<file path="config.mk">
export PLATFORM = sky130hd
export DESIGN_NAME = tcw_seq
export DESIGN_NICKNAME = d
export VERILOG_FILES = /design/src/rtl/tcw_pkg.sv /design/src/rtl/tcw_seq.sv
export SDC_FILE = /design/constraint.sdc
export NUM_CORES = 1
export LEC_CHECK = 0
export BUFFER_PORTS_ARGS = -buffer_cell sky130_fd_sc_hd__buf_2
export CAP_MARGIN = 20
export CORE_MARGIN = 5
export CORE_UTILIZATION = 50
export CTS_CLUSTER_DIAMETER = 30
export DETAILED_ROUTE_END_ITERATION = 10
export HOLD_SLACK_MARGIN = 0.05
export PLACE_DENSITY = 0.83
export REMOVE_ABC_BUFFERS = 1
export SLEW_MARGIN = 20
export SYNTH_ARGS = -nofsm -noshare
export SYNTH_HDL_FRONTEND = slang
export SYNTH_SLANG_ARGS = --single-unit
</file>
<file path="constraint.sdc">
create_clock -name clock -period 6.4 [get_ports clock]
set_input_delay 0.96 -clock clock [delete_from_list [all_inputs] [get_ports clock]]
set_output_delay 0.96 -clock clock [all_outputs]
set_load 0.01 [all_outputs]
</file>
<file path="src/rtl/tcw_pkg.sv">
package tcw_pkg;

   localparam int DEF_COLUMNS  = 80;
   localparam int DEF_ROWS     = 25;
   localparam int DEF_TAB_STOP = 8;

   localparam int CELL_W = 16;

   localparam logic [CELL_W-1:0] BLANK_CELL = 16'h0720;
   localparam logic [7:0]        ATTR_RESET = 8'h07;

   localparam logic [7:0] CHAR_NEWLINE = 8'd10;
   localparam logic [7:0] CHAR_TAB     = 8'd9;

   localparam logic FUNC_READ = 1'b1;

   typedef struct packed {
      logic wr_en;
      logic rd_en;
   } mem_ctl_type;

   typedef struct packed {
      logic load;
      logic zero_cell;
   } rsp_ctl_type;

endpackage

</file>
<file path="src/rtl/tcw_seq.sv">
module tcw_seq
   import tcw_pkg::*;
#(
   parameter int COLUMNS  = DEF_COLUMNS,
   parameter int ROWS     = DEF_ROWS,
   parameter int TAB_STOP = DEF_TAB_STOP,
   localparam int CELLS  = COLUMNS * ROWS,
   localparam int ADDR_W = $clog2(CELLS),
   localparam int COL_W  = $clog2(COLUMNS + 1),
   localparam int ROW_W  = $clog2(ROWS)
) (
   input  logic              clock,
   input  logic              reset,
   input  logic              req_valid,
   output logic              req_ready,
   input  logic              req_func,
   input  logic [7:0]        req_char_code,
   input  logic [ROW_W-1:0]  req_read_row,
   input  logic [COL_W-1:0]  req_read_col,
   input  logic [7:0]        text_attr,
   input  logic              rsp_free,
   output mem_ctl_type       mem_ctl,
   output logic [ADDR_W-1:0] wr_addr,
   output logic [CELL_W-1:0] wr_data,
   output logic [ADDR_W-1:0] rd_addr,
   output rsp_ctl_type       rsp_ctl,
   output logic [COL_W-1:0]  cursor_col,
   output logic [ROW_W-1:0]  cursor_row
);

   localparam int PH_W = $clog2(TAB_STOP);

   localparam logic [COL_W-1:0]  COL_LAST  = COL_W'(COLUMNS - 1);
   localparam logic [COL_W-1:0]  COL_FULL  = COL_W'(COLUMNS);
   localparam logic [ROW_W-1:0]  ROW_LAST  = ROW_W'(ROWS - 1);
   localparam logic [ROW_W:0]    ROWS_X    = (ROW_W + 1)'(ROWS);
   localparam logic [PH_W-1:0]   PH_LAST   = PH_W'(TAB_STOP - 1);
   localparam logic [ADDR_W-1:0] COLS_A    = ADDR_W'(COLUMNS);
   localparam logic [ADDR_W-1:0] ROW_SPAN  = ADDR_W'(COLUMNS - 1);
   localparam logic [ADDR_W-1:0] CELL_LAST = ADDR_W'(CELLS - 1);

   typedef enum logic [5:0] {
      S_CLEAR  = 6'b000001,
      S_IDLE   = 6'b000010,
      S_SCROLL = 6'b000100,
      S_PUT    = 6'b001000,
      S_TAB    = 6'b010000,
      S_RESP   = 6'b100000
   } state_type;

   state_type         state_ff, state_in;
   logic [COL_W-1:0]  col_ff, col_in;
   logic [ROW_W-1:0]  row_ff, row_in;
   logic [PH_W-1:0]   phase_ff, phase_in;
   logic [ROW_W-1:0]  base_ff, base_in;
   logic [ADDR_W-1:0] fill_addr_ff, fill_addr_in;
   logic [ADDR_W-1:0] fill_last_ff, fill_last_in;
   logic [7:0]        char_ff, char_in;
   logic              cell_zero_ff, cell_zero_in;

   logic              finish;
   logic              new_line;
   logic              rd_in_range;
   logic [ADDR_W-1:0] cur_addr;
   logic [ADDR_W-1:0] base_addr;
   logic [PH_W-1:0]   phase_next;

   function automatic logic [ROW_W-1:0] phys_row(input logic [ROW_W-1:0] r,
                                                 input logic [ROW_W-1:0] b);
      logic [ROW_W:0] s;
      s = {1'b0, r} + {1'b0, b};
      if (s >= ROWS_X) begin
         s = s - ROWS_X;
      end
      return s[ROW_W-1:0];
   endfunction

   function automatic logic [ADDR_W-1:0] cell_addr(input logic [ROW_W-1:0] pr,
                                                  input logic [COL_W-1:0] c);
      return ADDR_W'(pr) * COLS_A + ADDR_W'(c);
   endfunction

   assign cur_addr    = cell_addr(phys_row(row_ff, base_ff), col_ff);
   assign base_addr   = cell_addr(base_ff, '0);
   assign phase_next  = (phase_ff == PH_LAST) ? '0 : phase_ff + PH_W'(1);
   assign new_line    = (req_char_code == CHAR_NEWLINE) || (col_ff == COL_FULL);
   assign rd_in_range = (req_read_row <= ROW_LAST) && (req_read_col < COL_FULL);
   assign rd_addr     = cell_addr(phys_row(req_read_row, base_ff), req_read_col);
   assign req_ready   = (state_ff == S_IDLE);

   always_comb begin
      state_in     = state_ff;
      col_in       = col_ff;
      row_in       = row_ff;
      phase_in     = phase_ff;
      base_in      = base_ff;
      fill_addr_in = fill_addr_ff;
      fill_last_in = fill_last_ff;
      char_in      = char_ff;
      cell_zero_in = cell_zero_ff;
      mem_ctl      = '0;
      wr_addr      = cur_addr;
      wr_data      = BLANK_CELL;
      rsp_ctl      = '0;
      finish       = 1'b0;

      case (state_ff)
         S_CLEAR, S_SCROLL: begin
            mem_ctl.wr_en = 1'b1;
            wr_addr       = fill_addr_ff;
            fill_addr_in  = fill_addr_ff + ADDR_W'(1);
            if (fill_addr_ff == fill_last_ff) begin
               state_in = (state_ff == S_CLEAR) ? S_IDLE : S_PUT;
            end
         end
         S_IDLE: begin
            if (req_valid) begin
               char_in = req_char_code;
               if (req_func == FUNC_READ) begin
                  mem_ctl.rd_en = rd_in_range;
                  cell_zero_in  = !rd_in_range;
                  state_in      = S_RESP;
               end else begin
                  cell_zero_in = 1'b1;
                  state_in     = S_PUT;
                  if (new_line) begin
                     col_in   = '0;
                     phase_in = '0;
                     if (row_ff == ROW_LAST) begin
                        base_in      = phys_row(ROW_W'(1), base_ff);
                        fill_addr_in = base_addr;
                        fill_last_in = base_addr + ROW_SPAN;
                        state_in     = S_SCROLL;
                     end else begin
                        row_in = row_ff + ROW_W'(1);
                     end
                  end
               end
            end
         end
         S_PUT: begin
            if (char_ff == CHAR_NEWLINE) begin
               finish = 1'b1;
            end else if (char_ff == CHAR_TAB) begin
               state_in = S_TAB;
            end else begin
               mem_ctl.wr_en = 1'b1;
               wr_data       = {text_attr, char_ff};
               col_in        = col_ff + COL_W'(1);
               phase_in      = phase_next;
               finish        = 1'b1;
            end
         end
         S_TAB: begin
            mem_ctl.wr_en = 1'b1;
            col_in        = col_ff + COL_W'(1);
            phase_in      = phase_next;
            if ((phase_ff == PH_LAST) || (col_ff == COL_LAST)) begin
               finish = 1'b1;
            end
         end
         S_RESP: begin
            finish = 1'b1;
         end
         default: begin
            state_in = S_IDLE;
         end
      endcase

      if (finish) begin
         if (rsp_free) begin
            rsp_ctl.load = 1'b1;
            state_in     = S_IDLE;
         end else begin
            state_in = S_RESP;
         end
      end
      rsp_ctl.zero_cell = cell_zero_ff;
   end

   assign cursor_col = col_in;
   assign cursor_row = row_in;

   always_ff @(posedge clock) begin
      if (reset) begin
         state_ff     <= S_CLEAR;
         col_ff       <= '0;
         row_ff       <= '0;
         phase_ff     <= '0;
         base_ff      <= '0;
         fill_addr_ff <= '0;
         fill_last_ff <= CELL_LAST;
      end else begin
         state_ff     <= state_in;
         col_ff       <= col_in;
         row_ff       <= row_in;
         phase_ff     <= phase_in;
         base_ff      <= base_in;
         fill_addr_ff <= fill_addr_in;
         fill_last_ff <= fill_last_in;
      end
   end

   always_ff @(posedge clock) begin
      char_ff      <= char_in;
      cell_zero_ff <= cell_zero_in;
   end

`ifndef SYNTHESIS
   assert property (@(posedge clock) disable iff (reset)
      (col_ff <= COL_FULL) && (row_ff <= ROW_LAST) && (base_ff <= ROW_LAST))
      else $error("Cursor or row base left the screen.");

   assert property (@(posedge clock) disable iff (reset)
      !(mem_ctl.wr_en && mem_ctl.rd_en))
      else $error("Screen read and write issued in the same cycle.");

   assert property (@(posedge clock) disable iff (reset)
      mem_ctl.wr_en && (state_ff == S_TAB) |-> (col_ff < COL_FULL))
      else $error("Tab fill ran past the end of the line.");

   assert property (@(posedge clock) disable iff (reset)
      rsp_ctl.load |=> (state_ff == S_IDLE))
      else $error("Sequencer did not return to idle after a response.");

   assert property (@(posedge clock) disable iff (reset)
      (state_ff == S_SCROLL) |-> (row_ff == ROW_LAST))
      else $error("Scroll started away from the bottom row.");
`endif

endmodule

</file>
# Yosys cells after proc, flatten, opt, wreduce, memory -nomap -nowiden
# Cells that the tools add are included.
[word_totals]
ramBits = 0
mem_bits_ro = 0
in_bits = 33
regBits = 57
latch_bits = 0
mem_count = 0
[classes]
n_div = 0
mux = 52
n_mul = 3
eq_ne = 25
order_cmp = 5
shift = 0
reduce_logical = 14
bitwise = 1
addsub = 13
[op_table]
columns = ["operator", "n"]
rows = [
  ["two-way mux 11 bit", 5],
  ["two-way mux 16 bit", 3],
  ["two-way mux 6 bit", 7],
  ["two-way mux 5 bit", 8],
  ["two-way mux 7 bit", 5],
  ["== test 8 x 4 -> 1 bit (second input constant)", 3],
  ["one-hot mux 6 bit (4 select lines)", 1],
  ["adder 11 x 7 -> 11 bit", 2],
  ["one-hot mux 11 bit (2 select lines)", 1],
  ["multiplier 5 x 3 -> 7 bit (second input constant)", 3],
  ["one-hot mux 7 bit (3 select lines)", 1],
  [">= comparator 6 x 5 -> 1 bit (second input constant)", 3],
  ["two-way mux 3 bit", 6],
  ["AND reduction 5 bit", 3],
  ["subtractor 5 bit (second input constant)", 3],
  ["== test 7 bit (second input constant)", 2],
  ["adder 5 x 5 -> 6 bit", 2],
  ["two-way mux 4 bit", 3],
  ["adder 11 x 1 -> 11 bit (second input constant)", 1],
  ["adder 11 x 7 -> 11 bit (second input constant)", 1],
  ["== test 11 bit", 1],
  ["two-way mux 1 bit", 9],
  ["inequality test 3 bit (second input constant)", 3],
  ["one-hot mux 3 bit (3 select lines)", 1],
  ["other kinds (29)", 36],
]

# Depth between registers and ports, before layout
[depth]
ltp_word = 7
ltp_mapped = 20
mapped_depth_nobuf = 19

# Worst setup path after synthesis
# OpenSTA, ideal clock, no wires.
[synth_path]
path_type = "input -> output"
from = "input port req_read_row[0]"
to = "output port rd_addr[10]"
required_time_ns = 5.440
arrival_ns = 4.950
stages = 16
setup_slack_ns = 0.490
n_path_buf = 0
path_cell_list = "ha_1 fa_1 a21o_1 a21oi_1 xor2_1 nor2_1 a21oi_1 mux2_2 ha_1 ha_1 fa_1 a31oi_1 a21oi_1 o31ai_1 a221oi_1 xnor2_1"
[synth_between]
elab_chain_len = 5
[synth_rtl]
columns = ["element", "line_no", "rtl"]
rows = [
  ["start, declared", "tcw_seq.sv:18", "input logic [ROW_W-1:0] req_read_row,"],
  ["adder 5 x 5 -> 6 bit (*)", "tcw_seq.sv:71", "s = {1'b0, r} + {1'b0, b};"],
  ["subtractor 5 bit or >= comparator 6 x 5 -> 1 bit (tied branches)", "tcw_seq.sv:73, tcw_seq.sv:72", ""],
  ["two-way mux 5 bit (*)", "tcw_seq.sv:72", "if (s >= ROWS_X) begin"],
  ["multiplier 5 x 3 -> 7 bit (*)", "tcw_seq.sv:80", "return ADDR_W'(pr) * COLS_A + ADDR_W'(c);"],
  ["adder 11 x 7 -> 11 bit (*)", "tcw_seq.sv:80", ""],
  ["end, declared", "tcw_seq.sv:25", "output logic [ADDR_W-1:0] rd_addr,"],
]
# Every way passes the cells marked *; elsewhere a longest branch is shown, timed or not.

# Worst setup path in the final report
[layout_path]
from = "register row_ff[0]"
to = "output port wr_addr[10]"
[layout_between]
elab_chain_len = 6
[layout_rtl]
columns = ["element", "line_no", "rtl"]
rows = [
  ["start, declared", "tcw_seq.sv:53", "logic [ROW_W-1:0] row_ff, row_in;"],
  ["start signal, assigned", "tcw_seq.sv:196", "row_ff <= row_in;"],
  ["adder 5 x 5 -> 6 bit (*)", "tcw_seq.sv:71", ""],
  ["subtractor 5 bit or >= comparator 6 x 5 -> 1 bit (tied branches)", "tcw_seq.sv:73, tcw_seq.sv:72", ""],
  ["two-way mux 5 bit (*)", "tcw_seq.sv:72", ""],
  ["multiplier 5 x 3 -> 7 bit (*)", "tcw_seq.sv:80", ""],
  ["adder 11 x 7 -> 11 bit (*)", "tcw_seq.sv:80", ""],
  ["two-way mux 11 bit (*)", "tcw_seq.sv:107", "case (state_ff)"],
  ["end, declared", "tcw_seq.sv:23", "output logic [ADDR_W-1:0] wr_addr,"],
]
# Marks and branches as above.

==> impl_metrics.yaml <==
status:
  status: "completed"
pwr:
  seqPwrFrac: 0.408
  leakage_uw: 0.00232
  comb_power_share: 0.291
  pwr_density_cell_nw_per_um2: 171
  finalPower_uw: 896
  internal-power_uw: 610
  swShare: 0.319
  switchingPower_uw: 286
  ir_drop_v: 0.000102
  pwr-share-clk: 0.301
place:
  place_ws_ns: 0.105
  dp_hpwl_um: 9080
  gp_congestion: 0.870
  postPlaceCellArea_um2: 5080
  place_inst: 733
  io_buffers: 79
logic_synthesis:
  synthTopCellsByArea: "dfxtp_1 19%, ha_1 12%, edfxtp_1 5.8%"
  synth-async-reset-ratio: 0
  synth_compound_area_frac: 0.196
  ys_ff_latch: 53
  synth_commonest_cells: "54 x nor2_1, 46 x ha_1, 44 x dfxtp_1"
  synth_top_family_by_area: "simple AND/OR/NAND/NOR gates"
  synth_top_area_frac: 0.190
  synthSimpleGateAreaFrac: 0.234
  yosysTopAreaCell: "dfxtp_1"
  syn_area_um2: 4650
  yosysMostFrequentCell: "nor2_1"
  synthFlopType: "dfxtp_1"
  yosysUniqueCellTypes: 69
  synth-seq-area-share: 0.248
  synth_edf_count: 9
  yosys_warnings: 0
  synth-xor-area-share: 0.0924
  postSynthCellCount: 563
  yosys.area_share.adder: 0.158
  synthMuxAreaShare: 0.0232
  syn_avg_cell_area_um2: 8.25
setup_path:
  cpPeakStageDelay_ns: 0.57
  crit_buf_inv: 2
  end_kind: "output port"
  r2r.worst_path.cells: 7
  cp_num_cells: 17
  path_common_cell: "ha_1"
  crit_fanout: 5
  crit_slowest_cell: "fa_1"
  crit_arrival_ns: 5.22
  crit_chain: "ha_1 -> inv_1 -> fa_1 -> ha_1 -> nand2_1 -> o211ai_1 -> a22oi_2 -> o21ai_0 -> ha_1 -> ha_1 -> fa_1 -> and2_1 -> o21ai_0 -> a222oi_1 -> xor2_1 -> a21oi_1 -> buf_2"
  critical-path-top-delay-family: "adder cells"
  required_ns: 5.44
  crit_type: "flip-flop to output port"
  worstSetupStartpointType: "flip-flop"
sta:
  hold_viol_final: 0
  fin_crit_ns: 6.18
  fmax_mhz: 162
  finalMaxSlewViolations: 0
  fin_worst_skew_ns: 0.0119
  finalCritPeriodShare: 0.965
  slew_headroom: 0.373
  fin_tns_setup_ns: 0
  setup_viol: 0
  worstMarginPinSlew_ns: 0.937
  setup_ws_ns: 0.222
global_routing:
  grt_pass1_wl_um: 19600
  antenna_found_initial: 0
  grt_pass1_vias: 4292
  grt_usage: 0.205
  grt_max_degree: 43
  grt-ovfl-total: 0
final_layout:
  final_cell_count_no_fill: 741
  layout-drive-gt1-share: 0.179
  post-route-cell-area_um2: 5230
  area_delta_synth_final_pct: 12.7
  nNetsFinal: 715
  diodes: 0
floorplan:
  initial_core_util: 0.508
  die_area_um2: 11300
  die_h_um: 106
  core-area_um2: 9150
  std_cell_rows: 35
  fp.dieW_um: 106
  io_pins: 88
route:
  wl_met3_um: 677
  vias: 4390
  drc: 0
  wl_met2_um: 5800
  wl_per_cell_um: 15.8
  ant_nets: 0
  via_per_inst: 5.92
  firstDrtPassIters: 5
  totalWireLength_um: 11700
  highest_layer: "met4"
  drt_iter0_markers: 291
  met1Wirelength_um: 4940
clock_tree:
  clkLatencyLatePin_ns: 0.31
  cts_buffers: 5
  cts.repair.resized: 0
  cts_tree: "yes"
  post-cts-setup-buffer-count: 0
  clkTransAtPathRegs_ns: 0.10
  root_buffer: "clkbuf_8"
  clockBufferDepth: 2
  holdBufCountCts: 0
  clock-sinks: 53
  htreeDepth: 2
run:
  max-cap-violations: 0
hold_path:
  whs_path_depth: 2
  hp-class: "flip-flop to flip-flop"
-- final cells by class --
| type | count | area, um^2 |
|---|---|---|
| Fill cell | 820 | 3920 |
| Multi-Input combinational cell | 460 | 3280 |
| Sequential cell | 53 | 1150 |
| Timing Repair Buffer | 83 | 425 |
| Tap cell | 111 | 139 |
| Inverter | 26 | 103 |
| Clock buffer | 5 | 68.8 |
| Clock inverter | 3 | 65.1 |
-- per-layer routing --
metal,vias up,track usage
li1,2147,-
met1,2052,0.250
met2,161,0.364
met3,30,0.0304
met4,0,0.0731
met5,-,0
-- flip-flops by register name, summed over array words and instances, names as in the netlist --
register and flops:
col_ff 7, row_ff 5, char_ff 8, fill_addr_ff 11, state_ff 6, fill_last_ff 7, phase_ff 3, cell_zero_ff 1
base_ff 5
-- cell usage in the layout (no fill, tap or decap), types with 13 or more instances in the layout --
master | netlist | layout
ha_1 | 46 | 45
nand3_1 | 13 | 13
nand2_1 | 43 | 43
o21ai_0 | 27 | 26
nor2_1 | 54 | 54
a21oi_1 | 38 | 37
dfxtp_1 | 44 | 43
buf_2 | 3 | 79
inv_1 | 25 | 25
and2_1 | 17 | 17
xor2_1 | 22 | 22
xnor2_1 | 27 | 27
nor2b_1 | 16 | 15
-- worst reg2reg max path, cell delays in order (launching register included) --
cell and delay, ns:
dfxtp_1 0.40, nor3_1 0.29, nand3b_1 0.69, o31a_1 0.33
nor2b_2 0.55, o21ai_0 0.20, a21oi_1 0.20, nor2_1 0.06
-- cell families (layout without fill, tap and decap cells) --
kind of cell	Yosys count	count (layout)
AND/OR/NAND/NOR	205	205
multiplexers	10	10
adder cells (fa/ha/maj)	55	55
AO/OA/AOI/OAI	141	141
buffers and inverters	50	117
flip-flops	53	53
XOR/XNOR	49	49
-- worst paths after layout --
path	slack (ns)	startpoint	endpoint
min reg2reg	0.48	fill_last_ff[5]$_SDFFE_PP0P_	fill_last_ff[5]$_SDFFE_PP0P_
max reg2reg	3.54	state_ff[1]$_SDFFE_PP0P_	fill_addr_ff[2]$_SDFFE_PP0P_
max	0.22	row_ff[0]$_SDFF_PP0_	wr_addr[10]
min	0.48	fill_last_ff[5]$_SDFFE_PP0P_	fill_last_ff[5]$_SDFFE_PP0P_
-- power groups by stage --
stage          clock, uW  combinational [uW]  sequential, uW
3_5_place_dp           0                 256             373
4_1_cts              272                 257             365
2_1_floorplan          0                 172             369
3_3_place_gp           0                 247             372
5_1_grt              287                 286             367
6_report             270                 260             366
-- through the flow --
step | hold slack, ns | utilization
6_report | 0.478 | 0.572
5_1_grt | 0.508 | 0.572
4_1_cts | 0.475 | 0.570
3_5_place_dp | 0.462 | 0.556
3_3_place_gp | 0.459 | 0.556
2_1_floorplan | 0.442 | -
No activity file was read; power rests on OpenSTA's default activity.
